$ cat config.mk
export PLATFORM = sky130hd
export DESIGN_NAME = rau_ctrl
export DESIGN_NICKNAME = d
export VERILOG_FILES = /design/src/sv/rau_pkg.sv /design/src/sv/rau_ctrl.sv
export SDC_FILE = /design/constraint.sdc
export NUM_CORES = 1
export LEC_CHECK = 0
export BUFFER_PORTS_ARGS = -buffer_cell sky130_fd_sc_hd__buf_2
export CORE_MARGIN = 2
export CORE_UTILIZATION = 31
export CTS_CLUSTER_DIAMETER = 40
export DETAILED_ROUTE_END_ITERATION = 8
export PLACE_DENSITY = 0.5
export RECOVER_POWER = 100
export REMOVE_ABC_BUFFERS = 1
export SLEW_MARGIN = 20
export SYNTH_ARGS = -nofsm -noshare
export SYNTH_HDL_FRONTEND = slang
export SYNTH_SLANG_ARGS = --single-unit
$ cat constraint.sdc
create_clock -name clk -period 3.5 [get_ports clk]
set_input_delay 0.35 -clock clk [delete_from_list [all_inputs] [get_ports clk]]
set_output_delay 0.35 -clock clk [all_outputs]
set_load 0.01 [all_outputs]
$ cat src/sv/rau_pkg.sv
// ----------------------------------------------------------------------------
// rau_pkg
// Shared types, codes and the micro-program of the rational arithmetic unit.
// ----------------------------------------------------------------------------
package rau_pkg;

    localparam int WIDTH = 64;
    localparam int PC_W  = 5;

    localparam logic [2:0] OPC_ADD  = 3'd0;
    localparam logic [2:0] OPC_SUB  = 3'd1;
    localparam logic [2:0] OPC_MUL  = 3'd2;
    localparam logic [2:0] OPC_DIV  = 3'd3;
    localparam logic [2:0] OPC_LT   = 3'd4;
    localparam logic [2:0] OPC_NORM = 3'd5;

    localparam logic [1:0] ST_OK   = 2'd0;
    localparam logic [1:0] ST_OVF  = 2'd1;
    localparam logic [1:0] ST_ZDEN = 2'd2;

    localparam logic [127:0] LIM = 128'd1 << (WIDTH - 1);

    typedef enum logic [3:0] {
        R_NA, R_DA, R_NB, R_DB, R_G1, R_G2, R_X, R_Y, R_REM, R_T, R_P, R_Q
    } reg_id_t;

    typedef enum logic [2:0] {
        U_GCD, U_DIV, U_MUL, U_COMB, U_ZEND, U_FRAC, U_LESS
    } uop_kind_t;

    typedef struct packed {
        uop_kind_t kind;
        reg_id_t   s1;
        reg_id_t   s2;
        reg_id_t   dst;
    } uop_t;

    typedef struct packed {
        logic load;
        logic start;
        logic push;
        uop_t uop;
    } ctrl_cmd_t;

    typedef struct packed {
        logic       early;
        logic       unit_done;
        logic       zero;
        logic       out_full;
        logic [2:0] op;
    } dp_sts_t;

    function automatic uop_t mk(uop_kind_t k, reg_id_t a, reg_id_t b, reg_id_t d);
        uop_t u;
        u.kind = k;
        u.s1   = a;
        u.s2   = b;
        u.dst  = d;
        return u;
    endfunction

    function automatic uop_t prog_fetch(logic [2:0] op, logic [PC_W-1:0] pc);
        uop_t u;
        u = mk(U_FRAC, R_NA, R_DA, R_NA);
        case (pc)
            5'd0: u = mk(U_GCD, R_NA, R_DA, R_G1);
            5'd1: u = mk(U_DIV, R_NA, R_G1, R_NA);
            5'd2: u = mk(U_DIV, R_DA, R_G1, R_DA);
            default:
            begin
                case (op)
                    OPC_NORM: u = mk(U_FRAC, R_NA, R_DA, R_NA);
                    OPC_ADD, OPC_SUB:
                    begin
                        case (pc)
                            5'd3:  u = mk(U_GCD, R_NB, R_DB, R_G2);
                            5'd4:  u = mk(U_DIV, R_NB, R_G2, R_NB);
                            5'd5:  u = mk(U_DIV, R_DB, R_G2, R_DB);
                            5'd6:  u = mk(U_GCD, R_DA, R_DB, R_G1);
                            5'd7:  u = mk(U_DIV, R_DB, R_G1, R_X);
                            5'd8:  u = mk(U_DIV, R_DA, R_G1, R_Y);
                            5'd9:  u = mk(U_MUL, R_NA, R_X, R_P);
                            5'd10: u = mk(U_MUL, R_NB, R_Y, R_Q);
                            5'd11: u = mk(U_COMB, R_P, R_Q, R_T);
                            5'd12: u = mk(U_ZEND, R_T, R_T, R_T);
                            5'd13: u = mk(U_DIV, R_T, R_G1, R_Q);
                            5'd14: u = mk(U_GCD, R_REM, R_G1, R_G2);
                            5'd15: u = mk(U_DIV, R_T, R_G2, R_T);
                            5'd16: u = mk(U_DIV, R_DB, R_G2, R_X);
                            5'd17: u = mk(U_MUL, R_Y, R_X, R_P);
                            default: u = mk(U_FRAC, R_T, R_P, R_T);
                        endcase
                    end
                    OPC_MUL, OPC_DIV:
                    begin
                        case (pc)
                            5'd3:  u = mk(U_GCD, R_NB, R_DB, R_G2);
                            5'd4:  u = mk(U_DIV, R_NB, R_G2, R_NB);
                            5'd5:  u = mk(U_DIV, R_DB, R_G2, R_DB);
                            5'd6:  u = mk(U_ZEND, R_NA, R_NA, R_NA);
                            5'd7:  u = mk(U_ZEND, R_NB, R_NB, R_NB);
                            5'd8:  u = mk(U_GCD, R_NA, R_DB, R_G1);
                            5'd9:  u = mk(U_GCD, R_NB, R_DA, R_G2);
                            5'd10: u = mk(U_DIV, R_NA, R_G1, R_NA);
                            5'd11: u = mk(U_DIV, R_NB, R_G2, R_NB);
                            5'd12: u = mk(U_DIV, R_DA, R_G2, R_DA);
                            5'd13: u = mk(U_DIV, R_DB, R_G1, R_DB);
                            5'd14: u = mk(U_MUL, R_NA, R_NB, R_T);
                            5'd15: u = mk(U_MUL, R_DA, R_DB, R_P);
                            default: u = mk(U_FRAC, R_T, R_P, R_T);
                        endcase
                    end
                    default:
                    begin
                        case (pc)
                            5'd3: u = mk(U_GCD, R_NB, R_DB, R_G2);
                            5'd4: u = mk(U_DIV, R_NB, R_G2, R_NB);
                            5'd5: u = mk(U_DIV, R_DB, R_G2, R_DB);
                            5'd6: u = mk(U_MUL, R_NA, R_DB, R_P);
                            5'd7: u = mk(U_MUL, R_NB, R_DA, R_Q);
                            default: u = mk(U_LESS, R_P, R_Q, R_P);
                        endcase
                    end
                endcase
            end
        endcase
        return u;
    endfunction

endpackage

$ cat src/sv/rau_ctrl.sv
// ----------------------------------------------------------------------------
// rau_ctrl
// Sequencer: steps through the micro-program and drives the datapath.
// ----------------------------------------------------------------------------
module rau_ctrl (
    input  logic              clk,
    input  logic              rst_n,
    input  logic              in_valid,
    output logic              in_ready,
    input  logic              out_ready,
    input  rau_pkg::dp_sts_t  sts,
    output rau_pkg::ctrl_cmd_t cmd
);
    import rau_pkg::*;

    typedef enum logic [4:0] {
        S_IDLE  = 5'b00001,
        S_CHECK = 5'b00010,
        S_ISSUE = 5'b00100,
        S_WAIT  = 5'b01000,
        S_DONE  = 5'b10000
    } state_t;

    state_t          state_reg, state_next;
    logic [PC_W-1:0] pc_reg, pc_next;
    uop_t            uop;

    assign uop      = prog_fetch(sts.op, pc_reg);
    assign in_ready = (state_reg == S_IDLE);

    always_comb
    begin
        state_next = state_reg;
        pc_next    = pc_reg;
        cmd.load   = 1'b0;
        cmd.start  = 1'b0;
        cmd.push   = 1'b0;
        cmd.uop    = uop;
        case (state_reg)
            S_IDLE:
            begin
                if (in_valid)
                begin
                    cmd.load   = 1'b1;
                    pc_next    = '0;
                    state_next = S_CHECK;
                end
            end
            S_CHECK:
            begin
                state_next = sts.early ? S_DONE : S_ISSUE;
            end
            S_ISSUE:
            begin
                case (uop.kind)
                    U_GCD, U_DIV, U_MUL:
                    begin
                        cmd.start  = 1'b1;
                        state_next = S_WAIT;
                    end
                    U_COMB:
                    begin
                        cmd.start = 1'b1;
                        pc_next   = pc_reg + 1'b1;
                    end
                    U_ZEND:
                    begin
                        if (sts.zero)
                            state_next = S_DONE;
                        else
                            pc_next = pc_reg + 1'b1;
                    end
                    default:
                    begin
                        cmd.start  = 1'b1;
                        state_next = S_DONE;
                    end
                endcase
            end
            S_WAIT:
            begin
                if (sts.unit_done)
                begin
                    pc_next    = pc_reg + 1'b1;
                    state_next = S_ISSUE;
                end
            end
            S_DONE:
            begin
                if (!sts.out_full || out_ready)
                begin
                    cmd.push   = 1'b1;
                    state_next = S_IDLE;
                end
            end
            default: state_next = S_IDLE;
        endcase
    end

    always_ff @(posedge clk or negedge rst_n)
    begin
        if (!rst_n)
        begin
            state_reg <= S_IDLE;
            pc_reg    <= '0;
        end
        else
        begin
            state_reg <= state_next;
            pc_reg    <= pc_next;
        end
    end

endmodule

### Word level (Yosys, flattened, before mapping)

Memory sizes are Yosys's and may differ from the RTL's.
Cells that the tools add are included.
Widths: inputs -> output; s select.

* memory bits (read-only): 704
* input bits: 11
* logic and storage cells: 65
* register bits after elaboration: 10
* memories kept: 2
* output and inout port bits: 19
* latch bits: 0
* bits in writable memories: 0

* add/sub/neg operators: 1
* equal/unequal tests: 27
* reductions and logical operators: 11
* shift operators: 0
* div/mod/pow operators: 0
* multipliers: 0
* bitwise logic cells: 0
* mux-type cells: 22
* order comparisons: 0

Memories
* (name not given): words 32, bits a word 15, read ports 1, clocked after memory_dff 0, write ports 0, RTL line rau_pkg.sv:75 `case (pc)`
* (name not given): words 16, bits a word 14, read ports 1, clocked after memory_dff 0, write ports 0, RTL line rau_pkg.sv:96 `case (pc)`

Operators by type and width (number)
* $pmux 15 s3: 2
* $pmux 15 s5: 1
* $mux 5: 8
* $pmux 5 s3: 2
* $eq 5x3->1 const B: 5
* $pmux 5 s5: 1
* $eq 5x2->1 const B: 3
* $mux 15: 1
* $eq 3x2->1 const B: 4
* $eq 5x1->1 const B: 2
* $pmux 5 s2: 1
* $reduce_and 5->1: 2
* $ne 2x2->1 const B: 4
* $eq 3x1->1 const B: 2
* $eq 3x3->1 const B: 2
* $logic_not 3->1: 2
* $mux 1: 6
* $ne 3x3->1 const B: 2
* $add 5x1->5 const B: 1
* $eq 5x4->1 const B: 1
* $eq 5x5->1 const B: 1
* $logic_not 5->1: 1
* $reduce_or 2->1: 2
* $ne 3x1->1 const B: 1
* 4 further kinds: 4

### Depth between registers and ports, before layout

Gate-level depths: netlist (run 1).

* depth after elaboration: 8
* gate-level depth with buffers: 11
* mapped depth without buffers: 9

### Worst setup path after synthesis (run 1)

No wires, ideal clock.

* path type: register to register
* start point: register pc_reg[1]
* end point: register pc_reg[3]
* arrival: 2.677 ns
* required time: 3.381 ns
* setup slack: 0.705 ns
* setup time: 0.119 ns
* stages on the path, launching flop included: 12
* path buffers: 2
* clock period less this slack: 2.795 ns
* path through: dfrtp_1 -> clkbuf_1 -> inv_1 -> ha_1 -> buf_2 -> mux2i_1 -> o21ai_1 -> a2111oi_1 -> a211o_1 -> mux2_4 -> o211ai_1 -> a21bo_1

RTL lines
* start: declaration: RTL line rau_ctrl.sv:25 `logic [PC_W-1:0] pc_reg, pc_next;`
* start signal: assignment: RTL line rau_ctrl.sv:110 `pc_reg <= pc_next;`

==> impl_metrics.toml, run 1 <==
[outcome]
outcome = "complete, no violations"

[global_route]
global_route.usage.total_pct = 19.07
grt_pass1_wl_mm = 10.02
congestion_overflow_gr = 0
initial_antenna_violation_count = 0
grt_max_degree = 25
grt_pass1_vias = 1930

[logic_synthesis]
ys.flop_type = "sky130_fd_sc_hd__dfrtp_1"
synth_largest_area_cell = "sky130_fd_sc_hd__dfrtp_1"
synthesis.area_sq_um = 1888
synth_largest_type_area_fraction_pct = 11.93
async_reset_ff_share_pct = 100.0
synth_most_common_cell = "sky130_fd_sc_hd__nor2_1"
yosys.area_share.simple_pct = 28.76
synth-compound-area-share_pct = 36.38
synthDistinctLibCells = 62
yosysSeqAreaShare_pct = 13.32
yosys_warnings = 0
synthesized_area_per_cell_sq_um = 6.816
yosys.area_share.adder_pct = 9.278
yosys-top-cells-area = "sky130_fd_sc_hd__dfrtp_1 (12%), sky130_fd_sc_hd__ha_1 (9.3%), sky130_fd_sc_hd__nor2_1 (6.4%)"
synth_top_cells_by_count = "sky130_fd_sc_hd__nor2_1 (32), sky130_fd_sc_hd__nand2_1 (25), sky130_fd_sc_hd__a21oi_1 (22), sky130_fd_sc_hd__o21ai_0 (19), sky130_fd_sc_hd__ha_1 (14)"
syn-instance-count = 277
muxShareOfSynthArea_pct = 3.512
synth-edff-count = 0
total_of_flip_flops_plus_latches_after_synthesis = 10
post_synth_xor_area_fraction_pct = 0.4639
synth_top_family_by_area = "compound AO/OA/AOI/OAI gates"

[clock_network]
cts_max_level = 1
clk_pin_slew_worst_setup_hold_paths_ns = 0.05
hold_buffers = 1
post_cts.repair.setup_buffers = 0
post_cts_resize_count = 0
clock_sinks = 10
insertion_delay_ns = 0.24
tritoncts_clock_tree = "done"
clock-root-buffer = "sky130_fd_sc_hd__clkbuf_8"
cts_made_buffers = 3
clock_path_buffers = 2

[floorplan]
floorplan.die_area_sq_um = 6731
fp-row-count = 28
initial_standard_cell_utilization_of_the_core_pct = 31.89
chip_height_microns = 82.04
placeable_core_area_sq_um = 5921
die_width_microns = 82.04
top_level_ports = 30

[layout]
filler_cell_count = 661
area_growth_syn_to_layout_pct = 11.80
design_area_sq_um = 2111
final-seq-area_sq_um = 251.5
multi_input_comb_area_sq_um = 1475
num_antenna_cells = 0
finish.net_count = 324
drive_above_1_share_pct = 11.74

[worst_hold_path]
hp-start = "in_valid"
min_path_type = "in2reg"

[pwr]
power.net_switching_mw = 0.2971
comb_power_share_pct = 52.3
power.leakage_nw = 0.8725
power.clock.fraction_pct = 22.1
report.power.total_mw = 0.6647
max-vdd-ir-drop_v = 0.0002647
seqPwrFrac_pct = 25.5
cellPowerDensity_nw_per_um2 = 314.9
internal_power_component_mw = 0.3676
p_sw_share_pct = 44.70

[critical_path]
worstPathRequired_ns = 3.15
capturing_element_type_of_the_critical_path = "output pin"
slowest_stage = "sky130_fd_sc_hd__clkbuf_1"
critPathLaunchType = "flip-flop"
worstSetupPathType = "reg2out"
crit_family = "compound AO/OA/AOI/OAI gates"
regToRegStartpoint = "pc_reg[0]"
worst-path-buf-inv = 2
timing.reg2reg.setup_slack_ns = 0.47
cp_peak_stage_delay_ns = 0.79
cp_max_fo = 24
timing.critical_path.from = "pc_reg[3]"
timing.critical_path.cells = "clkbuf_1 > o211ai_1 > o21ai_0 > nor2_1 > a211oi_1 > o22ai_1 > a22o_1 > clkbuf_2"
cp.arrival_ns = 2.89

[placed_design]
gp_congestion = 0.9768
hpwl_mm = 4.667
placed_cell_area_sq_um = 2072
total_of_buffers_placed_on_input_and_output_ports = 29

[sta]
highest_clock_rate_mhz = 308.8
hold_viol_final = 0
slew_viol_final = 0
timing.max_slew.rel_slack_pct = 34.99
fin_worst_hold_slack_ns = 0.3851
fin_worst_skew_ns = 0.004481
report.final.setup_viol = 0
setup_tns_ns = 0
worst_pin_slew_ns = 0.9752
layout_min_cycle_time_ns = 3.238
grt_setup_unrepaired = "false"
min_period_over_period_pct = 92.52

[drt]
wirelength_mm = 6.266
route.detailed.wl_per_inst_microns = 16.80
vias = 2200
detail_route.iter0.violations = 351
antenna_left = 0
via_density = 5.898
detailedRoute.firstPassIterationCount = 5
route.detailed.drc = 0

[run]
maxCapViolations = 0
[power groups by stage]
| stage | Combinational, mW | Sequential (mW) | Clock, mW |
|---|---|---|---|
| global route | 0.389 | 0.173 | 0.157 |
| detailed placement | 0.354 | 0.170 | 0 |
| floorplan | 0.251 | 0.162 | 0 |
| global placement | 0.356 | 0.170 | 0 |
| finish | 0.348 | 0.170 | 0.147 |
| CTS | 0.356 | 0.169 | 0.150 |
[cell families (layout without fill, tap and decap cells)]
| group | after synthesis | count (layout) |
|---|---|---|
| AOI/OAI and AO/OA | 103 | 103 |
| and+or+nand+nor | 110 | 110 |
| adders and majority gates | 14 | 14 |
| DFF | 10 | 10 |
| buffers and inverters | 33 | 54 |
| muxes | 6 | 6 |
| xor gates and xnor gates | 1 | 1 |
[tightest hold or removal path: cells and delay by family]
| kind | cells | cell delay (ns) |
|---|---|---|
| buffers and inverters | 2 | 0.19 |
| AND/OR/NAND/NOR | 1 | 0.05 |
[through the flow]
stage / instances / util (%) / setup WS [ns]
6_report: 373 / 35.65 / 0.2616
2_1_floorplan: 257 / - / 0.1937
5_1_grt: 373 / 35.65 / 0.04650
3_5_place_dp: 368 / 35.00 / 0.6406
4_1_cts: 373 / 36.09 / 0.4148
3_3_place_gp: 368 / 35.00 / 0.7419
[cells in the final DEF, fill, tap and decap left out, drive strengths merged, types with 11 or more instances in the layout]
cell,synthesis,routed
a21oi,23,23
buf,11,21
clkbuf,9,19
ha,14,14
inv,12,12
nand2,25,25
nor2,32,32
nor3,11,11
o21ai,23,23
[path summary, 6_finish.rpt]
path	endpoint	depth (start not counted)
max in group asynchronous	pc_reg[3]	2
min reg2reg	state_reg[0]	2
min	state_reg[1]	3
min in group asynchronous	state_reg[3]	2
max reg2reg	pc_reg[3]	9
max	cmd[8]	8
[layout make-up]
| cell class | instances | area share (%) |
|---|---|---|
| clock buffers | 4 | 2.608 |
| inverters | 13 | 2.312 |
| multi-input cells | 234 | 69.89 |
| flip-flops and latches | 10 | 11.91 |
| well taps | 75 | 4.446 |
| repair buffers | 37 | 8.832 |
[layer usage]
metal	vias up	track usage (%)	wire length [microns]
met5	-	0	0
met4	0	8.167	222
met3	22	2.857	517
met2	110	27.40	2565
met1	1007	27.85	2961
li1	1061	-	-
Note: power is estimated with default switching activity, not from simulation.
==> run 2, diff against run 1 <==
CORE_MARGIN = not set   (was 2)
CTS_BUF_LIST = sky130_fd_sc_hd__clkbuf_8   (was not set)
==> run 2 against run 1 <==
  * Global-route usage rose by 0.65 points
  * Flip-flop and latch count did not move
  * Via count fell by 0.27%
  * Setup slack improved by 0.20 ns
  * Clock power fell by 16%
  * Die area fell by 4.8%
  * Register-to-register slack barely moved
  * Sequential power barely moved
  * Critical endpoint is now cmd[16]
  * Largest power group unchanged
==> impl_metrics.toml, run 2 (synthesis results as in run 1) <==
[critical_path]
timing.reg2reg.setup_slack_ns = 0.47
slowest_stage = "sky130_fd_sc_hd__dfrtp_1"
critPathLaunchType = "flip-flop"
cp.arrival_ns = 2.69
cp_peak_stage_delay_ns = 0.50
worstSetupPathType = "reg2out"
worst-path-buf-inv = 2
capturing_element_type_of_the_critical_path = "output pin"
crit_family = "simple AND/OR/NAND/NOR gates"
timing.critical_path.cells = "inv_1 > ha_1 > nor4_1 > nor3b_1 > o21ai_0 > nand2b_1 > nor3_1 > nor2_1 > clkbuf_1"
cp_max_fo = 11
worstPathRequired_ns = 3.15

[layout]
most_common_library_cell_in_the_layout_ignoring_fill_and_taps = "sky130_fd_sc_hd__nor2_1"
num_antenna_cells = 0
area_growth_syn_to_layout_pct = 11.60
finish.net_count = 325
most_frequent_cells_in_the_layout = "sky130_fd_sc_hd__nor2_1 (32), sky130_fd_sc_hd__nand2_1 (25), sky130_fd_sc_hd__a21oi_1 (22)"
drive_above_1_share_pct = 10.70

[pwr]
report.power.total_mw = 0.6405
power.clock.fraction_pct = 19.2
max-vdd-ir-drop_v = 0.0002028
seqPwrFrac_pct = 26.3
power.net_switching_mw = 0.2957
cellPowerDensity_nw_per_um2 = 304.0
p_sw_share_pct = 46.17
comb_power_share_pct = 54.6
internal_power_component_mw = 0.3448
power.leakage_nw = 0.8616

[sta]
report.final.setup_viol = 0
worst_pin_slew_ns = 0.7851
timing.max_slew.rel_slack_pct = 46.99
min_period_over_period_pct = 86.74
setup_tns_ns = 0
fin_worst_skew_ns = 0.004595
hold_viol_final = 0
grt_setup_unrepaired = "false"
highest_clock_rate_mhz = 329.4
layout_min_cycle_time_ns = 3.036
slew_viol_final = 0

[global_route]
grt_pass1_wl_mm = 9.977
grt_max_degree = 38
congestion_overflow_gr = 0
initial_antenna_violation_count = 0
global_route.usage.total_pct = 19.72
grt_pass1_vias = 2055

[clock_network]
tritoncts_clock_tree = "done"
clk_pin_slew_worst_setup_hold_paths_ns = 0.05
clock_sinks = 10
clock_path_buffers = 2
insertion_delay_ns = 0.24
cts_made_buffers = 3
clock-root-buffer = "sky130_fd_sc_hd__clkbuf_8"
cts_max_level = 1
post_cts_resize_count = 0

[placed_design]
total_of_buffers_placed_on_input_and_output_ports = 29
hpwl_mm = 4.502
gp_congestion = 0.8953

[drt]
route.detailed.wl_per_inst_microns = 15.98
detailedRoute.firstPassIterationCount = 5
antenna_left = 0
via_density = 5.866
route.detailed.drc = 0
detail_route.iter0.violations = 323
vias = 2194
wirelength_mm = 5.976

[run]
maxCapViolations = 0

[floorplan]
floorplan.die_area_sq_um = 6406
fp-row-count = 28
placeable_core_area_sq_um = 5886
chip_height_microns = 80.04
initial_standard_cell_utilization_of_the_core_pct = 32.08
top_level_ports = 30
die_width_microns = 80.04

[outcome]
outcome = "complete, no violations"

[worst_hold_path]
min_path_type = "in2reg"
run 2: stage by stage:
step	setup WS, ns	cells	hold WS, ns	area [sq um]	utilization [%]
global placement	0.7205	369	0.2312	2079	35.33
detailed placement	0.6291	369	0.2285	2079	35.33
finish	0.4640	374	0.3992	2107	35.80
floorplan	0.1937	257	0.05441	1780	-
CTS	0.4230	374	0.3923	2135	36.27
global route	0.06182	374	0.4183	2107	35.80
run 2: what timing repair did:
action,in CTS,in global routing
hold buffers,1,0
buffers inserted,0,0
endpoints found under the hold margin,9,0
run 2: power groups by stage:
stage	Combinational [mW]	Clock (mW)	Sequential [mW]
2_1_floorplan	0.251	0	0.162
3_3_place_gp	0.357	0	0.169
3_5_place_dp	0.355	0	0.169
4_1_cts	0.358	0.127	0.167
5_1_grt	0.389	0.133	0.172
6_report	0.350	0.123	0.168
run 2: area by class of cell:
class	count	area, sq um
clock buffers	3	41.29
clock inverters	1	3.754
fillers	654	3779
inverters	13	48.80
multi-input cells	234	1475
flip-flops and latches	10	251.5
well taps	75	93.84
repair buffers	38	192.7
run 2: path summary, 6_finish.rpt:
kind / start / depth (start not counted) / end
min reg2reg: state_reg[0] / 2 / state_reg[0]
max reg2reg: pc_reg[4] / 8 / pc_reg[3]
max: pc_reg[0] / 9 / cmd[16]
max in group asynchronous: rst_n / 2 / state_reg[0]
min in group asynchronous: rst_n / 2 / state_reg[3]
min: in_valid / 3 / state_reg[1]
run 2: layer usage:
| layer | vias up | part of all wire (%) | track usage, % |
|---|---|---|---|
| met4 | 0 | 3.1 | 7.500 |
| met5 | - | 0 | 0 |
| met2 | 119 | 41 | 28.89 |
| met3 | 18 | 8.1 | 4.000 |
| met1 | 990 | 48 | 27.93 |
| li1 | 1067 | - | - |
run 2: worst min-delay path, cell delays in order:
cell,delay [ns]
sky130_fd_sc_hd__buf_2,0.11
sky130_fd_sc_hd__inv_1,0.08
sky130_fd_sc_hd__nor2_1,0.05
==> run 3, diff against run 2 <==
CORE_MARGIN = 5   (was not set)
CTS_CLUSTER_DIAMETER = 50   (was 40)
PLACE_DENSITY = 0.61   (was 0.5)
==> run 3 against run 2 <==
  * Clock skew fell by 0.0029 ns
  * Hold slack got worse by 0.0068 ns
  * Cell count fell by 0.53%
  * Register-to-register slack got worse by 0.06 ns
  * Largest cell class unchanged
  * Utilization fell by 0.30 points
  * Combinational power barely moved
  * Critical path depth did not move
  * First-iteration DRC count fell by 11%
==> impl_metrics.toml, run 3 (synthesis results as in run 1) <==
[sta]
hold_viol_final = 0
fin_worst_hold_slack_ns = 0.3923
highest_clock_rate_mhz = 317.8
fin_worst_skew_ns = 0.001692
worst_pin_slew_ns = 0.6812
slew_viol_final = 0
timing.max_slew.rel_slack_pct = 54.01
finalWorstSetupSlack_ns = 0.3529
report.final.setup_viol = 0
grt_setup_unrepaired = "false"
layout_min_cycle_time_ns = 3.147
min_period_over_period_pct = 89.92
setup_tns_ns = 0

[placed_design]
placed_cell_area_sq_um = 2064
preCtsSetupSlack_ns = 0.5737
total_of_buffers_placed_on_input_and_output_ports = 29
hpwl_mm = 4.519
gp_congestion = 0.9515

[clock_network]
clock_path_buffers = 2
post_cts_resize_count = 0
clock_sinks = 10
clk_pin_slew_worst_setup_hold_paths_ns = 0.05
cts_max_level = 1
insertion_delay_ns = 0.23
clock-root-buffer = "sky130_fd_sc_hd__clkbuf_8"
cts_made_buffers = 3
tritoncts_clock_tree = "done"

[critical_path]
cp_max_fo = 11
worstPathRequired_ns = 3.15
worstSetupPathType = "reg2out"
critPathLaunchType = "flip-flop"
timing.reg2reg.setup_slack_ns = 0.41
capturing_element_type_of_the_critical_path = "output pin"
cp.arrival_ns = 2.80

[run]
maxCapViolations = 0

[pwr]
report.power.total_mw = 0.6634
cellPowerDensity_nw_per_um2 = 315.6
max-vdd-ir-drop_v = 0.0002578
power.leakage_nw = 0.8562

[floorplan]
fp-row-count = 28
placeable_core_area_sq_um = 5921
chip_height_microns = 88.04
die_width_microns = 88.04
top_level_ports = 30
floorplan.die_area_sq_um = 7751
initial_standard_cell_utilization_of_the_core_pct = 31.89

[global_route]
initial_antenna_violation_count = 0
congestion_overflow_gr = 0
grt_pass1_vias = 2083
grt_pass1_wl_mm = 10.01
grt_max_degree = 38
global_route.usage.total_pct = 15.75

[drt]
route.detailed.wl_per_inst_microns = 16.06
detail_route.iter0.violations = 287
detailedRoute.firstPassIterationCount = 6
via_density = 5.839
wirelength_mm = 5.973
antenna_left = 0
route.detailed.drc = 0
vias = 2172

[outcome]
outcome = "complete, no violations"

[layout]
most_frequent_cells_in_the_layout = "sky130_fd_sc_hd__nor2_1 (32), sky130_fd_sc_hd__nand2_1 (25), sky130_fd_sc_hd__a21oi_1 (22)"
design_area_sq_um = 2102
num_antenna_cells = 0
area_growth_syn_to_layout_pct = 11.33
most_common_library_cell_in_the_layout_ignoring_fill_and_taps = "sky130_fd_sc_hd__nor2_1"
filler_cell_count = 652
drive_above_1_share_pct = 10.77
finish.net_count = 323

[worst_hold_path]
min_path_type = "in2reg"
-- run 3: critical path, stage by stage (launching register included) --
cell and delay, ns:
sky130_fd_sc_hd__dfrtp_1 0.51, sky130_fd_sc_hd__inv_1 0.20, sky130_fd_sc_hd__ha_1 0.38, sky130_fd_sc_hd__nor4_1 0.39
sky130_fd_sc_hd__nor3b_1 0.09, sky130_fd_sc_hd__o21ai_0 0.47, sky130_fd_sc_hd__nand2b_1 0.16, sky130_fd_sc_hd__nor3_1 0.17
sky130_fd_sc_hd__nor2_1 0.06, sky130_fd_sc_hd__clkbuf_1 0.13
-- run 3: worst paths after layout --
kind | from | endpoint | cells after the start
worst min-delay path | in_valid | state_reg[1] | 3
worst max register to register | pc_reg[0] | pc_reg[4] | 9
max in group asynchronous | rst_n | pc_reg[3] | 2
worst min register to register | state_reg[0] | state_reg[0] | 2
min in group asynchronous | rst_n | state_reg[3] | 2
worst max-delay path | pc_reg[0] | cmd[16] | 9
-- run 3: layer usage --
layer  vias to the layer above  track usage (%)  part of all wire (%)
met5                         -                0                     0
met4                         0            4.808                   2.2
met3                        18            2.352                    10
met2                       137            23.84                    43
met1                       959            22.97                    45
li1                       1058                -                     -
-- run 3: power by group --
group | total (mW) | switching [mW] | internal (mW)
Combinational | 0.350 | 0.218 | 0.132
Sequential | 0.170 | 0.0335 | 0.137
Clock | 0.143 | 0.0445 | 0.0988
-- run 3: timing repair --
item / 4_1_cts / 5_1_grt
hold buffers: 1 / 0
setup buffers: 0 / 0
endpoints found under the hold margin: 9 / 0
-- run 3: layout make-up --
class                   instances  area, sq um  area share (%)
flip-flops and latches         10        251.5           11.96
repair buffers                 36        177.7           8.452
well taps                      75        93.84           4.464
multi-input cells             234         1475           70.18
inverters                      13        48.80           2.321
clock buffers                   4        55.05           2.619
-- run 3: through the flow --
step                util, %  cells
finish                35.50    372
detailed placement    34.87    367
global placement      34.87    367
global route          35.50    372
floorplan                 -    257
CTS                   35.97    372
